==> src/hw/rtl/pav_pkg.sv <==
// pav_pkg: shared constants, types and the altitude node table for the
// pressure averaging altimeter; depends on nothing

package pav_pkg;

  localparam int WINDOW         = 16;
  localparam int PTR_W          = $clog2(WINDOW);
  localparam int CNT_W          = $clog2(WINDOW + 1);
  localparam int SAMPLE_W       = 24;
  localparam int SUM_W          = SAMPLE_W + PTR_W;
  localparam int ITER_W         = $clog2(SUM_W + 1);
  localparam int SEG_BITS       = 6;
  localparam int TABLE_SEGMENTS = 1 << SEG_BITS;
  localparam int SPAN_LOG2      = 23;
  localparam int SEG_SHIFT      = SPAN_LOG2 - SEG_BITS;
  localparam int ALT_W          = 20;
  localparam int DIFF_W         = ALT_W + 1;
  localparam int PROD_W         = DIFF_W + SEG_SHIFT + 1;
  localparam int ALT_ZERO_P     = 443300;
  localparam longint SEA_LEVEL_LSB = 4150272;
  localparam longint Q30_ONE    = 64'sd1 << 30;

  typedef logic signed [ALT_W-1:0] alt_table_t [0:TABLE_SEGMENTS];

  // one transaction handed from the front part to the back part
  typedef struct packed {
    logic signed [SAMPLE_W-1:0] sample;
    logic signed [SUM_W-1:0]    sum;
    logic [CNT_W-1:0]           count;
    logic                       wrapped;
  } pav_item_t;

  // truncating q30 base-2 logarithm, evaluated at elaboration only
  function automatic longint log2_q30(logic [63:0] v, int fb);
    int n;
    logic [63:0] m;
    longint r;
    n = 63;
    if (v == 64'd0) begin
      return -64 * Q30_ONE;
    end
    while (v[n] == 1'b0) n--;
    if (n >= 30) m = v >> (n - 30);
    else m = v << (30 - n);
    r = longint'(n - fb) * Q30_ONE;
    for (int k = 0; k < 30; k++) begin
      m = (m * m) >> 30;
      if (m >= (64'd2 << 30)) begin
        m = m >> 1;
        r = r + (64'sd1 << (29 - k));
      end
    end
    return r;
  endfunction

  function automatic longint formula_dm(logic [63:0] p);
    longint l, t, d;
    logic [63:0] lo, hi, mid, prod;
    l  = log2_q30(p, 0) - log2_q30(SEA_LEVEL_LSB, 0);
    t  = (l * 1903) / 10000;
    lo = 64'd1;
    hi = 64'd1 << 31;
    while (hi - lo > 64'd1) begin
      mid = lo + ((hi - lo) >> 1);
      if (log2_q30(mid, 30) <= t) lo = mid;
      else hi = mid;
    end
    d = Q30_ONE - longint'(lo);
    if (d >= 0) begin
      prod = (64'(ALT_ZERO_P) * 64'(d) + (64'd1 << 29)) >> 30;
      return longint'(prod);
    end
    prod = (64'(ALT_ZERO_P) * 64'(-d) + (64'd1 << 29)) >> 30;
    return -longint'(prod);
  endfunction

  function automatic alt_table_t build_table();
    alt_table_t tab;
    longint v;
    tab[0] = ALT_W'(ALT_ZERO_P);
    for (int i = 1; i <= TABLE_SEGMENTS; i++) begin
      v = formula_dm(64'(i) << SEG_SHIFT);
      tab[i] = v[ALT_W-1:0];
    end
    return tab;
  endfunction

  localparam alt_table_t ALT_TABLE = build_table();

endpackage

==> src/hw/rtl/pav_front.sv <==
// pav_front: sample ring, running sum and fill tracking
// depends on pav_pkg

module pav_front import pav_pkg::*; (
  input  logic                clk,
  input  logic                rst,
  input  logic                take,
  input  logic [SAMPLE_W-1:0] raw_sample,
  output pav_item_t           item
);

  logic signed [SAMPLE_W-1:0] ring [WINDOW];
  logic [WINDOW-1:0]          ring_valid;
  logic [PTR_W-1:0]           ptr;
  logic signed [SUM_W-1:0]    sum;
  logic                       wrapped;

  logic signed [SAMPLE_W-1:0] old_sample;
  logic [PTR_W-1:0]           ptr_next;
  logic                       wrapped_next;

  always_comb begin
    old_sample   = ring_valid[ptr] ? ring[ptr] : '0;
    ptr_next     = (ptr == PTR_W'(WINDOW - 1)) ? '0 : ptr + 1'b1;
    wrapped_next = wrapped | (ptr_next == '0);
    item.sample  = $signed(raw_sample);
    item.sum     = sum - SUM_W'(old_sample) + SUM_W'(item.sample);
    item.wrapped = wrapped_next;
    if (wrapped_next) item.count = CNT_W'(WINDOW);
    else item.count = CNT_W'(ptr_next);
  end

  always_ff @(posedge clk) begin
    if (rst) begin
      ring_valid <= '0;
      ptr        <= '0;
      sum        <= '0;
      wrapped    <= 1'b0;
    end else if (take) begin
      ring_valid[ptr] <= 1'b1;
      ptr             <= ptr_next;
      sum             <= item.sum;
      wrapped         <= wrapped_next;
    end
  end

  always_ff @(posedge clk) begin
    if (take) ring[ptr] <= item.sample;
  end

endmodule

==> src/hw/rtl/pav_queue.sv <==
// pav_queue: two-entry queue between front and back parts
// depends on pav_pkg

module pav_queue import pav_pkg::*; (
  input  logic      clk,
  input  logic      rst,
  input  logic      wr,
  input  pav_item_t wr_item,
  output logic      full,
  input  logic      rd,
  output pav_item_t rd_item,
  output logic      empty
);

  pav_item_t  slots [2];
  logic       wr_ptr, rd_ptr;
  logic [1:0] fill;

  assign full    = (fill == 2'd2);
  assign empty   = (fill == 2'd0);
  assign rd_item = slots[rd_ptr];

  always_ff @(posedge clk) begin
    if (rst) begin
      wr_ptr <= 1'b0;
      rd_ptr <= 1'b0;
      fill   <= '0;
    end else begin
      if (wr) wr_ptr <= ~wr_ptr;
      if (rd) rd_ptr <= ~rd_ptr;
      if (wr && !rd) fill <= fill + 1'b1;
      else if (rd && !wr) fill <= fill - 1'b1;
    end
  end

  always_ff @(posedge clk) begin
    if (wr) slots[wr_ptr] <= wr_item;
  end

endmodule

==> src/hw/rtl/pav_back.sv <==
// pav_back: serial divider, table interpolation and result register
// depends on pav_pkg

module pav_back import pav_pkg::*; (
  input  logic                       clk,
  input  logic                       rst,
  input  logic                       q_empty,
  input  pav_item_t                  q_item,
  output logic                       q_rd,
  output logic signed [SAMPLE_W-1:0] signed_pressure,
  output logic signed [SAMPLE_W-1:0] averaged_pressure,
  output logic signed [ALT_W-1:0]    altitude_dm,
  output logic                       window_full,
  output logic                       empty,
  input  logic                       pop
);

  typedef enum logic [4:0] {
    S_IDLE = 5'b00001,
    S_DIV  = 5'b00010,
    S_LOOK = 5'b00100,
    S_MUL  = 5'b01000,
    S_FIN  = 5'b10000
  } state_t;

  state_t                     state;
  pav_item_t                  cur;
  logic [SUM_W-1:0]           quo;
  logic [CNT_W:0]             rem;
  logic [ITER_W-1:0]          iter;
  logic signed [SAMPLE_W-1:0] avg;
  logic signed [DIFF_W-1:0]   diff;
  logic [SEG_SHIFT-1:0]       offset;
  logic signed [ALT_W-1:0]    base;
  logic signed [PROD_W-1:0]   prod;
  logic                       out_valid;

  logic [CNT_W:0]             trial;
  logic                       fits;
  logic [CNT_W:0]             first_rem;
  logic                       first_fits;
  logic [SUM_W-1:0]           sum_mag;
  logic signed [SAMPLE_W-1:0] avg_next;
  logic [SEG_BITS-1:0]        seg;
  logic signed [PROD_W-1:0]   prod_adj;
  logic signed [ALT_W-1:0]    alt_next;
  logic                       out_free;

  always_comb begin
    trial      = {rem[CNT_W-1:0], quo[SUM_W-1]};
    fits       = (trial >= {1'b0, cur.count});
    sum_mag    = cur.sum[SUM_W-1] ? SUM_W'(-cur.sum) : SUM_W'(cur.sum);
    // first step works on the fresh magnitude
    first_rem  = {{CNT_W{1'b0}}, sum_mag[SUM_W-1]};
    first_fits = (first_rem >= {1'b0, cur.count});
    avg_next   = cur.sum[SUM_W-1] ? -$signed(quo[SAMPLE_W-1:0])
                                  : $signed(quo[SAMPLE_W-1:0]);
    seg        = avg[SPAN_LOG2-1:SEG_SHIFT];
    // truncate toward zero on the division by the segment span
    prod_adj = prod + (prod[PROD_W-1] ? PROD_W'((1 << SEG_SHIFT) - 1) : '0);
    alt_next = base + ALT_W'(prod_adj >>> SEG_SHIFT);
    if (avg <= 0) alt_next = ALT_W'(ALT_ZERO_P);
    out_free = !out_valid || pop;
    q_rd     = (state == S_IDLE) && !q_empty;
    empty    = !out_valid;
  end

  always_ff @(posedge clk) begin
    if (rst) begin
      state     <= S_IDLE;
      out_valid <= 1'b0;
    end else begin
      if (state == S_FIN && out_free) out_valid <= 1'b1;
      else if (pop && out_valid) out_valid <= 1'b0;
      case (state)
        S_IDLE: if (!q_empty) state <= S_DIV;
        S_DIV:  if (iter == ITER_W'(SUM_W - 1)) state <= S_LOOK;
        S_LOOK: state <= S_MUL;
        S_MUL:  state <= S_FIN;
        S_FIN:  if (out_free) state <= S_IDLE;
        default: state <= S_IDLE;
      endcase
    end
  end

  always_ff @(posedge clk) begin
    case (state)
      S_IDLE: begin
        cur  <= q_item;
        iter <= '0;
        rem  <= '0;
      end
      S_DIV: begin
        if (iter == '0) begin
          quo <= {sum_mag[SUM_W-2:0], first_fits};
          rem <= first_fits ? first_rem - {1'b0, cur.count} : first_rem;
        end else begin
          quo <= {quo[SUM_W-2:0], fits};
          rem <= fits ? trial - {1'b0, cur.count} : trial;
        end
        iter <= iter + 1'b1;
      end
      S_LOOK: begin
        avg    <= avg_next;
        quo    <= quo;
      end
      S_MUL: begin
        prod <= diff * $signed({1'b0, offset});
      end
      S_FIN: begin
        if (out_free) begin
          signed_pressure   <= cur.sample;
          averaged_pressure <= avg;
          altitude_dm       <= alt_next;
          window_full       <= cur.wrapped;
        end
      end
      default: ;
    endcase
    if (state == S_LOOK) begin
      // table lookup follows from the quotient of this same cycle
      base   <= ALT_TABLE[avg_next[SPAN_LOG2-1:SEG_SHIFT]];
      diff   <= DIFF_W'(ALT_TABLE[{1'b0, avg_next[SPAN_LOG2-1:SEG_SHIFT]} + 1'b1])
              - DIFF_W'(ALT_TABLE[avg_next[SPAN_LOG2-1:SEG_SHIFT]]);
      offset <= avg_next[SEG_SHIFT-1:0];
    end else if (state == S_MUL) begin
      base <= ALT_TABLE[seg];
    end
  end

endmodule

==> src/hw/rtl/pressure_average_altitude_top.sv <==
// pressure_average_altitude_top: top level of the averaging altimeter
// depends on pav_pkg, pav_front, pav_queue, pav_back

// Each accepted transaction carries one raw 24-bit two's complement
// pressure word (4096 LSB per hPa) and yields exactly one result: the
// sample read as signed, the moving average over the last WINDOW samples
// (truncated toward zero, divided by the fill count until the ring first
// wraps), the altitude in decimetres from a piecewise-linear table of
// TABLE_SEGMENTS segments, and the window-full flag. The front part updates
// the ring and running sum in the accepting cycle and places the work in a
// two-entry queue; the back part works on one transaction at a time, with
// the bit-serial restoring divider (one quotient bit per cycle over
// the sum width) followed by a table read, one multiply and the result
// write. Results wait in an output register, so the front keeps accepting
// until the queue fills. No clearing pass is needed after reset.

module pressure_average_altitude_top import pav_pkg::*; (
  input  logic                       clk,
  input  logic                       rst,
  input  logic [SAMPLE_W-1:0]        raw_sample,
  input  logic                       push,
  output logic                       full,
  output logic signed [SAMPLE_W-1:0] signed_pressure,
  output logic signed [SAMPLE_W-1:0] averaged_pressure,
  output logic signed [ALT_W-1:0]    altitude_dm,
  output logic                       window_full,
  output logic                       empty,
  input  logic                       pop
);

  pav_item_t front_item;
  pav_item_t back_item;
  logic      take;
  logic      q_empty;
  logic      q_rd;

  // an input transaction completes when push meets a queue with room
  assign take = push && !full;

  pav_front u_front (
    .clk        (clk),
    .rst        (rst),
    .take       (take),
    .raw_sample (raw_sample),
    .item       (front_item)
  );

  // decouples sample bookkeeping from the slow arithmetic
  pav_queue u_queue (
    .clk     (clk),
    .rst     (rst),
    .wr      (take),
    .wr_item (front_item),
    .full    (full),
    .rd      (q_rd),
    .rd_item (back_item),
    .empty   (q_empty)
  );

  pav_back u_back (
    .clk               (clk),
    .rst               (rst),
    .q_empty           (q_empty),
    .q_item            (back_item),
    .q_rd              (q_rd),
    .signed_pressure   (signed_pressure),
    .averaged_pressure (averaged_pressure),
    .altitude_dm       (altitude_dm),
    .window_full       (window_full),
    .empty             (empty),
    .pop               (pop)
  );

endmodule

==> config.mk <==
export PLATFORM = sky130hd
export DESIGN_NAME = pressure_average_altitude_top
export DESIGN_NICKNAME = d
export VERILOG_FILES = /design/src/hw/rtl/pav_pkg.sv /design/src/hw/rtl/pav_front.sv /design/src/hw/rtl/pav_queue.sv /design/src/hw/rtl/pav_back.sv /design/src/hw/rtl/pressure_average_altitude_top.sv
export SDC_FILE = /design/constraint.sdc
export NUM_CORES = 2
export LEC_CHECK = 0
export ABC_AREA = 0
export BUFFER_PORTS_ARGS = -buffer_cell sky130_fd_sc_hd__buf_2
export CORE_ASPECT_RATIO = 0.7
export CORE_MARGIN = 3
export CORE_UTILIZATION = 40
export CTS_CLUSTER_DIAMETER = 100
export DETAILED_ROUTE_END_ITERATION = 6
export SYNTH_ARGS = -nofsm -noshare
export SYNTH_HDL_FRONTEND = slang
export SYNTH_SLANG_ARGS = --single-unit
==> constraint.sdc <==
create_clock -name clk -period 7.2 [get_ports clk]
set_clock_uncertainty 0.05 [all_clocks]
set_input_delay 0 -clock clk [delete_from_list [all_inputs] [get_ports clk]]
set_output_delay 0 -clock clk [all_outputs]
set_load 0.005 [all_outputs]
==> flow_summary.ini <==
[status]
status = completed

[worst_setup_path]
rrSetupSlack_ns = 0.33
path_cells = buf_4 -> and2_1 -> fa_1 -> inv_1 -> fa_1 -> fa_1 -> inv_1 -> fa_1 -> fa_1 -> inv_1 -> fa_1 -> inv_1 -> ha_1 -> o21ai_0 -> o211ai_1 -> a21bo_2 -> and4_1 -> a21oi_1 -> a2111oi_1 -> nor3_1 -> nor3_1 -> xnor2_1
crit_buf_inv = 5
critPathRequiredTime_ns = 7.54
critPathLaunchType = register
slowest_stage = edfxtp_1
rr_worst_depth = 22
cp_max_fo = 13
cp_common_cell = fa_1
slowest_delay_ns = 0.58
cp-end-kind = register
rr_endpoint = u_back.prod[38]$_DFFE_PP_
path_class = register to register
r2r_start = u_back.offset[7]$_DFFE_PP_
cpLargestDelayFamily = adder cells
crit_arrival_ns = 7.20

[timing]
relSlewSlack_pct = 9.31
finalHoldViolations = 0
post-route-period-util_pct = 95.4
setup_ws_ns = 0.331
fmaxAchievable_ghz = 0.146
setup_violations = 0
slew_viol_final = 0
period_needed_ns = 6.87
tns_ns = 0
worst_pin_slew_ns = 1.34

[pwr]
power_per_cell_area_nw_per_um2 = 391
p_leak_nw = 23.9
finalPower_mw = 23.9
peakVddDrop_uv = 411

[yosys]
synth_compound_area_share_pct = 9.07
synth_top_family_by_area = adder cells
yosys-top-cells-count = edfxtp_1 (765), inv_1 (633), nand2_1 (464)
avgSynthCellArea_um2 = 11.6
synth_mux_area_share_pct = 6.97
synth_seq_cells = 828
seq_area_frac_synth_pct = 44.5
synth_xor_area_share_pct = 2.93
post-synth-top-area-fraction_pct = 42.2
syn_inst = 4674
synthAdderAreaFrac_pct = 19.8
synth_edf_count = 765
synth_area_um2 = 54400
yosysMostFrequentCell = edfxtp_1
yosys.area_share.simple_pct = 10.5
syn_nets = 5331
ys_types = 100
synth_ff_type = edfxtp_1
synthArstFlopShare_pct = 0
synth_warnings = 0
synthTopCellsByArea = edfxtp_1 (42%), fa_1 (14%), ha_1 (5.6%)
synth_area_leader_cell = edfxtp_1

[routing]
wl_um = 147000
drtAntennaViolNets = 0
drt-initial-drc-count = 3849
route.detailed.drc = 0
via_per_inst = 5.47
drt_pass1_iterations = 6
vias = 36500
wire_per_inst_um = 22.0

[finish]
final_util_pct = 45.5
design_area_um2 = 61100
final_nets = 5489
final_layout_size_suffix_gt1_share_pct = 13.9
area_growth_pct = 12.3

[global_route]
grt_pass1_wl_um = 226000
antenna_found_initial = 2
grt_overflow_total = 0
grt_max_degree = 86
grt_pass1_vias = 36400
grtUsageTotal_pct = 21.0

[die]
floorplan.initialDensity_pct = 40.6
placementRows = 112
die_area_um2 = 141000
die_w_um = 447
die_h_um = 315
core_area_um2 = 134000
ios = 99

[placed_design]
pre_cts_ws_ns = 0.211
dpl.hpwl_um = 105000
gp_congestion = 0.945
io_buffers = 98
placed_cell_area_um2 = 57800

[cts]
clk-insertion-delay-late_ns = 0.71
cts.sinks = 828
cts_tree = yes
cts_made_buffers = 86
cts_max_path_buffers = 3
htreeDepth = 3
root_buffer = clkbuf_16
clk_pin_slew_ns = 0.07

[worst_hold_path]
hold_path_startpoint = raw_sample[15]
min_to = u_front.ring[5][15]$_DFFE_PP_
hold_path_depth = 2
min_path_type = input port to register

[job]
cap_violations = 0
[kinds of logic after synthesis]
group | count (synthesis)
AOI/OAI and AO/OA | 751
xor gates and xnor gates | 176
muxes | 210
DFF | 828
adders and majority gates | 629
and+or+nand+nor | 1198
buffers and inverters | 882
[cell usage in the layout (no fill, tap or decap), drive strengths merged, types with 37 or more instances in the layout]
cell type  count
edfxtp       765
inv          642
nand2        465
fa           386
buf          283
ha           243
nor2         241
a21oi        181
o21ai        176
and2         171
mux4         129
xnor2        113
clkbuf       102
nor3          76
dfxtp         63
xor2          62
a211oi        60
mux2          59
nand3         54
a21o          41
a31oi         41
nor2b         40
o211ai        39
clkinv        37
[repair_timing]
item / CTS / global route
hold endpoints to repair: 507 / 0
resized for setup: 0 / 3
buffers inserted: 0 / 7
setup endpoints to repair: 0 / 4
hold buffers: 28 / 0
[sequential cells by signal, indices dropped and copies added (netlist names), 5 cells and up, named ones only]
signal,cells
u_front.ring,384
u_queue.slots,114
u_back.cur,57
u_back.prod,38
u_back.quo,28
u_front.sum,28
u_back.averaged_pressure,24
u_back.signed_pressure,24
u_back.diff,21
u_back.altitude_dm,20
u_back.base,20
u_back.offset,16
u_front.ring_valid,16
u_back.avg,8
u_back.iter,5
u_back.rem,5
u_back.state,5
[layer usage]
layer	global-route usage (%)	vias to the layer above	wire (µm)	part of all wire [%]
li1	-	16600	-	-
met1	32.4	18300	69200	47
met2	28.5	1413	59100	40
met3	7.07	163	15900	11
met4	4.21	0	2580	1.8
met5	0	-	0	0
[power breakdown]
part / total (mW) / internal, mW / leakage (nW) / switching [mW]
Sequential: 6.78 / 6.49 / 7.53 / 0.291
Combinational: 12.4 / 4.96 / 15.0 / 7.45
Clock: 4.67 / 2.66 / 1.42 / 2.01
[layout make-up]
type,count,area [µm²]
flip-flops and latches,828,24200
repair buffers,311,2260
well taps,1767,2210
diodes,1,2.50
inverters,641,2410
fillers,12100,73000
clock buffers,102,2230
multi-input cells,2964,27000
clock inverters,57,754
[through the flow]
step,hold WS [ns],instances
5_1_grt,0.186,6670
6_report,0.187,6671
4_1_cts,0.143,6663
3_3_place_gp,0.274,6476
2_1_floorplan,0.0489,4674
3_5_place_dp,0.304,6476
[worst max-delay path by stage]
stage | startpoint | end | slack [ns] | cells after the start
final | u_back.offset[7]$_DFFE_PP_ | u_back.prod[38]$_DFFE_PP_ | 0.33 | 22
after global routing | u_back.diff[10]$_DFFE_PP_ | u_back.prod[33]$_DFFE_PP_ | -0.03 | 22
after CTS | u_back.diff[8]$_DFFE_PP_ | u_back.prod[33]$_DFFE_PP_ | 0.15 | 21
after detailed placement | u_back.offset[6]$_DFFE_PP_ | u_back.prod[33]$_DFFE_PP_ | 0.21 | 22
after global placement | u_back.offset[6]$_DFFE_PP_ | u_back.prod[33]$_DFFE_PP_ | 0.31 | 22
after floorplan | u_back.quo[6]$_DFFE_PP_ | u_back.diff[18]$_DFFE_PP_ | 0.45 | 28
No activity file was read; power rests on OpenSTA's default activity.
